`src/rtl/drt_pkg.sv`:
```
// shared types and constants for the dirty rectangle tracker
`default_nettype none
package drt_pkg;
    localparam int LIST_DEPTH_DEF = 32;
    localparam int COORD_BITS_DEF = 11;
    localparam int CFG_BITS       = 12;
    localparam int IN_BITS        = 16;
    localparam int OUT_BITS       = 11;

    localparam logic [1:0] CMD_INVALIDATE = 2'd0;
    localparam logic [1:0] CMD_CLEAR      = 2'd1;
    localparam logic [1:0] CMD_REFRESH    = 2'd2;

    localparam logic REG_SCREEN_WIDTH  = 1'b0;
    localparam logic REG_SCREEN_HEIGHT = 1'b1;

    localparam logic [CFG_BITS-1:0] WIDTH_RESET  = 12'd240;
    localparam logic [CFG_BITS-1:0] HEIGHT_RESET = 12'd320;

    typedef struct packed {
        logic [1:0]          command;
        logic signed [15:0]  left;
        logic signed [15:0]  top;
        logic signed [15:0]  right;
        logic signed [15:0]  bottom;
    } in_word_t;

    typedef struct packed {
        logic [10:0] area_left;
        logic [10:0] area_top;
        logic [10:0] area_right;
        logic [10:0] area_bottom;
        logic        last_rect;
    } out_word_t;

    // controller to datapath
    typedef struct packed {
        logic latch_in;     // capture input word and clip
        logic scan_rd;      // issue read of scan index
        logic contain_chk;  // compare clipped box with read entry
        logic append;       // write clipped box at count
        logic collapse;     // write screen box at 0, count 1
        logic clear;        // empty list and marks
        logic ld_a;         // read entry a into accumulator
        logic pair_chk;     // test entry b against accumulator
        logic wb_a;         // write accumulator back to a
        logic emit_rd;      // read entry for emit
        logic emit_ld;      // load output register
    } drt_cmd_t;

    // datapath to controller
    typedef struct packed {
        logic clip_empty;
        logic contained;
        logic full;
        logic mark_a;
        logic mark_b;
        logic is_last;
    } drt_stat_t;
endpackage
`default_nettype wire

```
`src/rtl/drt_datapath.sv`:
```
// datapath: rectangle store, clipping, containment and merge arithmetic
`default_nettype none
module drt_datapath #(
    parameter int LIST_DEPTH = drt_pkg::LIST_DEPTH_DEF,
    parameter int IDX_BITS   = (LIST_DEPTH > 1) ? $clog2(LIST_DEPTH) : 1
) (
    input  wire                           aclk,
    input  wire                           aresetn,
    input  drt_pkg::in_word_t             in_word,
    input  wire [drt_pkg::CFG_BITS-1:0]   screen_width,
    input  wire [drt_pkg::CFG_BITS-1:0]   screen_height,
    input  drt_pkg::drt_cmd_t             cmd,
    input  wire [IDX_BITS-1:0]            idx_a,
    input  wire [IDX_BITS-1:0]            idx_b,
    input  wire [IDX_BITS:0]              last_idx,
    output logic [IDX_BITS:0]             count,
    output drt_pkg::drt_stat_t            stat,
    output drt_pkg::out_word_t            out_word
);
    import drt_pkg::*;

    localparam int COORD_BITS = COORD_BITS_DEF;
    localparam int CB = COORD_BITS + 1;          // coordinate width plus one extension bit
    localparam int AB = 2 * CB + 1;              // area width
    localparam logic [CFG_BITS-1:0] MAX_DIM = CFG_BITS'(1 << COORD_BITS);

    typedef struct packed {
        logic [COORD_BITS-1:0] x1;
        logic [COORD_BITS-1:0] y1;
        logic [COORD_BITS-1:0] x2;
        logic [COORD_BITS-1:0] y2;
    } box_t;

    box_t mem [LIST_DEPTH];
    box_t rd_reg;
    box_t clip_reg, clip_next;
    logic clip_empty_reg, clip_empty_next;
    box_t acc_reg;
    logic [LIST_DEPTH-1:0] marks_reg;
    logic [IDX_BITS:0] count_reg;
    out_word_t out_reg;

    // clip
    logic [CFG_BITS-1:0] w_eff, h_eff;
    logic signed [IN_BITS:0] sx2, sy2, cl, ct, cr, cb;
    always_comb begin
        w_eff = (screen_width > MAX_DIM) ? MAX_DIM : screen_width;
        h_eff = (screen_height > MAX_DIM) ? MAX_DIM : screen_height;
        sx2 = $signed({5'd0, w_eff}) - 17'sd1;
        sy2 = $signed({5'd0, h_eff}) - 17'sd1;
        cl = (in_word.left > 16'sd0) ? 17'(in_word.left) : 17'sd0;
        ct = (in_word.top > 16'sd0) ? 17'(in_word.top) : 17'sd0;
        cr = (17'(in_word.right) < sx2) ? 17'(in_word.right) : sx2;
        cb = (17'(in_word.bottom) < sy2) ? 17'(in_word.bottom) : sy2;
        clip_empty_next = (cl > cr) || (ct > cb);
        clip_next.x1 = cl[COORD_BITS-1:0];
        clip_next.y1 = ct[COORD_BITS-1:0];
        clip_next.x2 = cr[COORD_BITS-1:0];
        clip_next.y2 = cb[COORD_BITS-1:0];
    end

    box_t scr;
    always_comb begin
        scr.x1 = '0;
        scr.y1 = '0;
        scr.x2 = sx2[COORD_BITS-1:0];
        scr.y2 = sy2[COORD_BITS-1:0];
    end

    // merge test
    box_t jb;
    logic ovl, take;
    logic [AB-1:0] ar_a, ar_b, ar_j;
    function automatic logic [AB-1:0] area(input box_t b);
        logic [CB-1:0] dx, dy;
        dx = {1'b0, b.x2} - {1'b0, b.x1} + CB'(1);
        dy = {1'b0, b.y2} - {1'b0, b.y1} + CB'(1);
        return AB'(dx) * AB'(dy);
    endfunction
    always_comb begin
        ovl = acc_reg.x1 <= rd_reg.x2 && acc_reg.x2 >= rd_reg.x1 &&
              acc_reg.y1 <= rd_reg.y2 && acc_reg.y2 >= rd_reg.y1;
        jb.x1 = (acc_reg.x1 < rd_reg.x1) ? acc_reg.x1 : rd_reg.x1;
        jb.y1 = (acc_reg.y1 < rd_reg.y1) ? acc_reg.y1 : rd_reg.y1;
        jb.x2 = (acc_reg.x2 > rd_reg.x2) ? acc_reg.x2 : rd_reg.x2;
        jb.y2 = (acc_reg.y2 > rd_reg.y2) ? acc_reg.y2 : rd_reg.y2;
        ar_a = area(acc_reg);
        ar_b = area(rd_reg);
        ar_j = area(jb);
        take = ovl && ({1'b0, ar_j} < ({1'b0, ar_a} + {1'b0, ar_b}));
    end

    // store
    always_ff @(posedge aclk) begin
        if (cmd.scan_rd || cmd.ld_a || cmd.pair_chk || cmd.emit_rd) begin
            rd_reg <= mem[idx_b];
        end
        if (cmd.append) begin
            mem[count_reg[IDX_BITS-1:0]] <= clip_reg;
        end else if (cmd.collapse) begin
            mem[0] <= scr;
        end else if (cmd.wb_a) begin
            mem[idx_a] <= acc_reg;
        end
    end

    always_ff @(posedge aclk) begin
        if (cmd.latch_in) begin
            clip_reg <= clip_next;
            clip_empty_reg <= clip_empty_next;
        end
        if (cmd.ld_a) begin
            acc_reg <= rd_reg;
        end else if (cmd.pair_chk && take) begin
            acc_reg <= jb;
        end
        if (cmd.emit_ld) begin
            out_reg.area_left   <= OUT_BITS'(rd_reg.x1);
            out_reg.area_top    <= OUT_BITS'(rd_reg.y1);
            out_reg.area_right  <= OUT_BITS'(rd_reg.x2);
            out_reg.area_bottom <= OUT_BITS'(rd_reg.y2);
            out_reg.last_rect   <= ({1'b0, idx_b} == last_idx);
        end
    end

    always_ff @(posedge aclk) begin
        if (!aresetn || cmd.clear) begin
            count_reg <= '0;
            marks_reg <= '0;
        end else begin
            if (cmd.append) begin
                count_reg <= count_reg + 1'b1;
            end else if (cmd.collapse) begin
                count_reg <= (IDX_BITS+1)'(1);
            end
            if (cmd.pair_chk && take) begin
                marks_reg[idx_b] <= 1'b1;
            end
        end
    end

    logic cont;
    always_comb begin
        cont = clip_reg.x1 >= rd_reg.x1 && clip_reg.y1 >= rd_reg.y1 &&
               clip_reg.x2 <= rd_reg.x2 && clip_reg.y2 <= rd_reg.y2;
        stat.clip_empty = clip_empty_reg;
        stat.contained  = cmd.contain_chk && cont;
        stat.full       = (count_reg == (IDX_BITS+1)'(LIST_DEPTH));
        stat.mark_a     = marks_reg[idx_a];
        stat.mark_b     = marks_reg[idx_b];
        stat.is_last    = ({1'b0, idx_b} == last_idx);
    end

    assign count    = count_reg;
    assign out_word = out_reg;
endmodule
`default_nettype wire

```
`src/rtl/drt_controller.sv`:
```
// controller: sequences scan, merge and emit passes over the list
`default_nettype none
module drt_controller #(
    parameter int LIST_DEPTH = drt_pkg::LIST_DEPTH_DEF,
    parameter int IDX_BITS   = (LIST_DEPTH > 1) ? $clog2(LIST_DEPTH) : 1
) (
    input  wire                  aclk,
    input  wire                  aresetn,
    input  wire                  s_valid,
    output logic                 s_ready,
    input  wire [1:0]            command,
    output logic                 m_valid,
    input  wire                  m_ready,
    input  drt_pkg::drt_stat_t   stat,
    input  wire [IDX_BITS:0]     count,
    output drt_pkg::drt_cmd_t    cmd,
    output logic [IDX_BITS-1:0]  idx_a,
    output logic [IDX_BITS-1:0]  idx_b,
    output logic [IDX_BITS:0]    last_idx
);
    import drt_pkg::*;

    localparam logic [3:0] ST_IDLE   = 4'd0;
    localparam logic [3:0] ST_INV    = 4'd1;
    localparam logic [3:0] ST_SCAN   = 4'd2;
    localparam logic [3:0] ST_CHK    = 4'd3;
    localparam logic [3:0] ST_MA     = 4'd4;
    localparam logic [3:0] ST_MA_LD  = 4'd5;
    localparam logic [3:0] ST_MB     = 4'd6;
    localparam logic [3:0] ST_MB_CHK = 4'd7;
    localparam logic [3:0] ST_LAST   = 4'd8;
    localparam logic [3:0] ST_EM     = 4'd9;
    localparam logic [3:0] ST_EM_LD  = 4'd10;
    localparam logic [3:0] ST_EM_OUT = 4'd11;
    localparam logic [3:0] ST_WB     = 4'd12;

    logic [3:0] state_reg, state_next;
    logic [IDX_BITS:0] a_reg, a_next, b_reg, b_next, last_reg, last_next;
    logic mv_reg, mv_next;

    assign idx_a    = a_reg[IDX_BITS-1:0];
    assign idx_b    = b_reg[IDX_BITS-1:0];
    assign last_idx = last_reg;
    assign s_ready  = (state_reg == ST_IDLE);
    assign m_valid  = mv_reg;

    always_comb begin
        state_next = state_reg;
        a_next = a_reg;
        b_next = b_reg;
        last_next = last_reg;
        mv_next = mv_reg;
        cmd = '0;
        unique case (state_reg)
            ST_IDLE: begin
                if (s_valid) begin
                    if (command == CMD_INVALIDATE) begin
                        cmd.latch_in = 1'b1;
                        b_next = '0;
                        state_next = ST_INV;
                    end else if (command == CMD_CLEAR) begin
                        cmd.clear = 1'b1;
                    end else if (command == CMD_REFRESH && count != '0) begin
                        a_next = '0;
                        b_next = '0;
                        state_next = ST_MA;
                    end
                end
            end
            ST_INV: begin
                if (stat.clip_empty) begin
                    state_next = ST_IDLE;
                end else begin
                    state_next = ST_SCAN;
                end
            end
            ST_SCAN: begin
                if (b_reg == count) begin
                    if (stat.full) cmd.collapse = 1'b1;
                    else cmd.append = 1'b1;
                    state_next = ST_IDLE;
                end else begin
                    cmd.scan_rd = 1'b1;
                    state_next = ST_CHK;
                end
            end
            ST_CHK: begin
                cmd.contain_chk = 1'b1;
                b_next = b_reg + 1'b1;
                state_next = stat.contained ? ST_IDLE : ST_SCAN;
            end
            ST_MA: begin
                b_next = a_reg;
                if (a_reg == count) begin
                    b_next = count - 1'b1;
                    state_next = ST_LAST;
                end else if (stat.mark_a) begin
                    a_next = a_reg + 1'b1;
                    b_next = a_reg + 1'b1;
                end else begin
                    cmd.scan_rd = 1'b1;
                    state_next = ST_MA_LD;
                end
            end
            ST_MA_LD: begin
                cmd.ld_a = 1'b1;
                b_next = '0;
                state_next = ST_MB;
            end
            ST_MB: begin
                if (b_reg == count) begin
                    state_next = ST_WB;
                end else if (stat.mark_b || b_reg == a_reg) begin
                    b_next = b_reg + 1'b1;
                end else begin
                    cmd.scan_rd = 1'b1;
                    state_next = ST_MB_CHK;
                end
            end
            ST_MB_CHK: begin
                cmd.pair_chk = 1'b1;
                b_next = b_reg + 1'b1;
                state_next = ST_MB;
            end
            ST_WB: begin
                cmd.wb_a = 1'b1;
                a_next = a_reg + 1'b1;
                b_next = a_reg + 1'b1;
                state_next = ST_MA;
            end
            ST_LAST: begin
                if (!stat.mark_b) begin
                    last_next = b_reg;
                    b_next = '0;
                    state_next = ST_EM;
                end else begin
                    b_next = b_reg - 1'b1;
                end
            end
            ST_EM: begin
                if (b_reg == count) begin
                    cmd.clear = 1'b1;
                    state_next = ST_IDLE;
                end else if (stat.mark_b) begin
                    b_next = b_reg + 1'b1;
                end else begin
                    cmd.emit_rd = 1'b1;
                    state_next = ST_EM_LD;
                end
            end
            ST_EM_LD: begin
                if (!mv_reg || m_ready) begin
                    cmd.emit_ld = 1'b1;
                    mv_next = 1'b1;
                    b_next = b_reg + 1'b1;
                    state_next = ST_EM;
                end
            end
            default: state_next = ST_IDLE;
        endcase
        if (mv_reg && m_ready && !cmd.emit_ld) mv_next = 1'b0;
    end

    always_ff @(posedge aclk) begin
        if (!aresetn) begin
            state_reg <= ST_IDLE;
            mv_reg <= 1'b0;
            a_reg <= '0;
            b_reg <= '0;
            last_reg <= '0;
        end else begin
            state_reg <= state_next;
            mv_reg <= mv_next;
            a_reg <= a_next;
            b_reg <= b_next;
            last_reg <= last_next;
        end
    end
endmodule
`default_nettype wire

```
`src/rtl/dirty_rectangle_tracker_core.sv`:
```
// top level of the dirty rectangle tracker
// channel | ports                      | word
// input   | s_valid s_ready s_data     | command and rectangle
// result  | m_valid m_ready m_data     | emitted rectangle, last flag
// config  | cfg_valid cfg_ready cfg_*  | register index and value
// invalidate: clip, then scan each stored rectangle for containment through the single memory read port
// refresh: one pass over all entries per unmarked entry, then emit
// clear and other commands are handled in the idle state
// reset is synchronous, no clearing pass; result stalls hold the emit loop
`default_nettype none
module dirty_rectangle_tracker_core #(
    parameter int LIST_DEPTH = drt_pkg::LIST_DEPTH_DEF
) (
    input  wire                         aclk,
    input  wire                         aresetn,
    input  wire                         s_valid,
    output logic                        s_ready,
    input  drt_pkg::in_word_t           s_data,
    output logic                        m_valid,
    input  wire                         m_ready,
    output drt_pkg::out_word_t          m_data,
    input  wire                         cfg_valid,
    output logic                        cfg_ready,
    input  wire                         cfg_index,
    input  wire [drt_pkg::CFG_BITS-1:0] cfg_data
);
    import drt_pkg::*;

    localparam int IDX_BITS = (LIST_DEPTH > 1) ? $clog2(LIST_DEPTH) : 1;

    logic [CFG_BITS-1:0] width_reg, height_reg;
    drt_cmd_t cmd;
    drt_stat_t stat;
    logic [IDX_BITS-1:0] idx_a, idx_b;
    logic [IDX_BITS:0] last_idx, count;

    assign cfg_ready = 1'b1;
    always_ff @(posedge aclk) begin
        if (!aresetn) begin
            width_reg  <= WIDTH_RESET;
            height_reg <= HEIGHT_RESET;
        end else if (cfg_valid) begin
            unique case (cfg_index)
                REG_SCREEN_WIDTH:  width_reg  <= cfg_data;
                REG_SCREEN_HEIGHT: height_reg <= cfg_data;
                default: ;
            endcase
        end
    end

    drt_controller #(.LIST_DEPTH(LIST_DEPTH), .IDX_BITS(IDX_BITS)) u_ctrl (
        .aclk, .aresetn, .s_valid, .s_ready, .command(s_data.command),
        .m_valid, .m_ready, .stat, .count, .cmd, .idx_a, .idx_b, .last_idx
    );

    drt_datapath #(.LIST_DEPTH(LIST_DEPTH), .IDX_BITS(IDX_BITS)) u_dp (
        .aclk, .aresetn, .in_word(s_data), .screen_width(width_reg),
        .screen_height(height_reg), .cmd, .idx_a, .idx_b, .last_idx,
        .count, .stat, .out_word(m_data)
    );

`ifndef NO_ASSERTIONS
    a_count_bound: assert property (@(posedge aclk) disable iff (!aresetn)
        count <= (IDX_BITS+1)'(LIST_DEPTH)) else $error("count overflow");
    a_busy_emit: assert property (@(posedge aclk) disable iff (!aresetn)
        cmd.emit_ld |=> m_valid) else $error("emit lost");
    a_no_accept_busy: assert property (@(posedge aclk) disable iff (!aresetn)
        cmd.pair_chk |-> !s_ready) else $error("accept during merge");
`endif
endmodule
`default_nettype wire
```
`config.mk`:
```
export PLATFORM = sky130hd
export DESIGN_NAME = dirty_rectangle_tracker_core
export DESIGN_NICKNAME = d
export VERILOG_FILES = /design/src/rtl/drt_pkg.sv /design/src/rtl/drt_datapath.sv /design/src/rtl/drt_controller.sv /design/src/rtl/dirty_rectangle_tracker_core.sv
export SDC_FILE = /design/constraint.sdc
export NUM_CORES = 2
export LEC_CHECK = 0
export BUFFER_PORTS_ARGS = -buffer_cell sky130_fd_sc_hd__buf_2
export CAP_MARGIN = 20
export CORE_UTILIZATION = 60
export CTS_BUF_LIST = sky130_fd_sc_hd__clkbuf_16
export CTS_CLUSTER_SIZE = 40
export DETAILED_ROUTE_END_ITERATION = 10
export HOLD_SLACK_MARGIN = 0.06
export PLACE_DENSITY = 0.82
export SLEW_MARGIN = 20
export SYNTH_ARGS = -nofsm -noshare
export SYNTH_HDL_FRONTEND = slang
export SYNTH_HIERARCHICAL = 1
export SYNTH_SLANG_ARGS = --single-unit
```
`constraint.sdc`:
```
create_clock -name aclk -period 19.1 [get_ports aclk]
set_input_delay 2.865 -clock aclk [delete_from_list [all_inputs] [get_ports aclk]]
set_output_delay 2.865 -clock aclk [all_outputs]
set_load 0.005 [all_outputs]
```
==> results.json <==
{
  "status": "completed",
  "via_count": 56900,
  "start_util": 0.604,
  "grt_antenna_before_repair": 13,
  "drt-total-wl_um": 276000,
  "place_congestion": 1.03,
  "fill_cells": 9645,
  "boundaryPins": 132,
  "clock_skew_ps": 43.2,
  "rows": 141,
  "fmax_ghz": 0.0792,
  "drt_pass1_iterations": 6,
  "cp-start-kind": "flop",
  "drt-initial-drc-count": 7553,
  "max_stage_delay_ps": 670,
  "multi_input_area_um2": 36900,
  "synth_top_area_share": 0.534,
  "synth_seq_cells": 1671,
  "yosysSeqAreaShare": 0.553,
  "setup_ws_ps": 6470,
  "core_area_um2": 148000,
  "regArea_um2": 49300,
  "postCtsHoldBufs": 0,
  "first_global_vias": 57800,
  "viasPerCell": 6.81,
  "hold_path_class": "reg -> reg",
  "largest_reg_flops": 1408,
  "grt_max_degree": 142,
  "synthCells": 6140,
  "io_buffers": 130,
  "root_buffer": "clkbuf_16",
  "setup_violations": 0,
  "ys.flop_type": "edfxtp_1",
  "synth_cell_types": 100,
  "areaGrowthSynthToFinish_pct": 9.70,
  "layout_min_cycle_time_ps": 12630,
  "drive_above_1_share": 0.165,
  "synthMostInstantiatedCell": "edfxtp_1",
  "critPathRequiredTime_ps": 19520,
  "worst_pin_slew_ps": 1260,
  "fin_nets": 7225,
  "path_common_cell": "fa_1",
  "synth_edf_count": 1586,
  "maxSlewViolCount": 0,
  "path_clk_slew_ps": 60,
  "post-route-period-util": 0.661,
  "cts_setup_buffers": 0,
  "die_h_um": 387,
  "cts_inserted_buffers": 159,
  "die_area_um2": 150000,
  "clkLatencyLatePin_ps": 830,
  "synth_top_area_cell": "edfxtp_1",
  "cp.arrival_ps": 13050,
  "die_w_um": 387,
  "critPathKind": "reg -> reg",
  "synthTopCellsByCount": "edfxtp_1 (1586), inv_1 (621), ha_1 (521)",
  "cts_buffer_depth": 3,
  "slowest_stage": "a21oi_1",
  "dp_slack_ps": 6660,
  "synth_warnings": 6,
  "htreeDepth": 4,
  "tritoncts": "yes",
  "post-route-drc-count": 0,
  "ant_nets": 0,
  "fin_hold_ws_ps": 464,
  "fin_setup_tns_ps": 0,
  "slew_headroom": 0.157,
  "hold_viol": 0,
  "synth_area_leaders": "edfxtp_1 (53%), mux4_2 (9.3%), fa_1 (7.8%), ha_1 (7.3%), inv_1 (2.6%)",
  "grt-ovfl-total": 0,
  "grt_pass1_wl_um": 395000,
  "cts_resized": 0,
  "ys_async_sr_fraction": 0,
  "track_usage": 0.368,
  "crit_fanout": 44,
  "rsz0062_at_grt": "false",
  "dp_hpwl_um": 171000,
  "syn_area_per_cell_um2": 14.5,
  "crit_path_end_kind": "flop",
  "synth_area_um2": 89100,
  "regMostFlops": "u_dp/mem",
  "maxCapViolCount": 0,
  "clock-sinks": 1671,
  "wire_per_inst_um": 33.0
}
-- layout by cell type (no fill, tap or decap), drive strengths merged, types with 165 or more instances in the layout --
cell and instances:
nor2 211, a22oi 183, edfxtp 1586, inv 663
buf 258, ha 521, fa 349, mux4 370
nand2 419, clkbuf 165, a21oi 206
-- metal layers --
metal / GRT usage / wire (um) / up-vias
li1: - / - / 23200
met2: 0.592 / 131000 / 4116
met3: 0.0834 / 31500 / 1047
met4: 0.249 / 21500 / 12
met1: 0.446 / 91500 / 28500
met5: 0 / 60 / -
-- worst paths after layout --
path	from	to	slack, ps	depth (start not counted)
setup / recovery	u_dp/rd_reg[1]	u_dp/acc_reg[20]	6470	42
hold / removal	u_dp/marks_reg[0]	u_dp/marks_reg[0]	460	2
setup reg to reg	u_dp/rd_reg[1]	u_dp/acc_reg[20]	6470	42
hold reg to reg	u_dp/marks_reg[0]	u_dp/marks_reg[0]	460	2
-- cells by family after synthesis --
family	after synthesis	synth area share
DFF	1671	0.553
xor gates and xnor gates	139	0.0137
adders and majority gates	870	0.152
AOI/OAI and AO/OA	815	0.0622
buffers and inverters	911	0.0409
muxes	524	0.112
and+or+nand+nor	1208	0.0665
other	2	0.0000842
-- final cells by class --
class / count / share of cell area
flip-flops and latches: 1671 / 0.504
diodes: 9 / 0.000230
inverters: 621 / 0.0238
well taps: 1930 / 0.0247
clock inverters: 134 / 0.0106
repair buffers: 259 / 0.0173
clock buffers: 164 / 0.0420
multi-input cells: 3559 / 0.377
-- stage by stage --
step,std cells,utilization,area (um2)
2_1_floorplan,6141,-,89100
3_3_place_gp,8034,0.625,92400
3_5_place_dp,8035,0.626,92400
4_1_cts,8333,0.660,97500
5_1_grt,8339,0.662,97800
6_report,8347,0.662,97800
-- critical path: cells and delay by family (launching register included) --
kind / cells / cell delay [ps]
AO/OA/AOI/OAI: 18 / 4300
adder cells (fa/ha/maj): 10 / 4120
buffers and inverters: 6 / 1540
XOR/XNOR: 2 / 820
AND/OR/NAND/NOR: 5 / 670
flip-flops: 1 / 430
multiplexers: 1 / 350
Power is not shown: default switching activity piles up to over one toggle a cycle in this logic, so the estimate is an artifact.
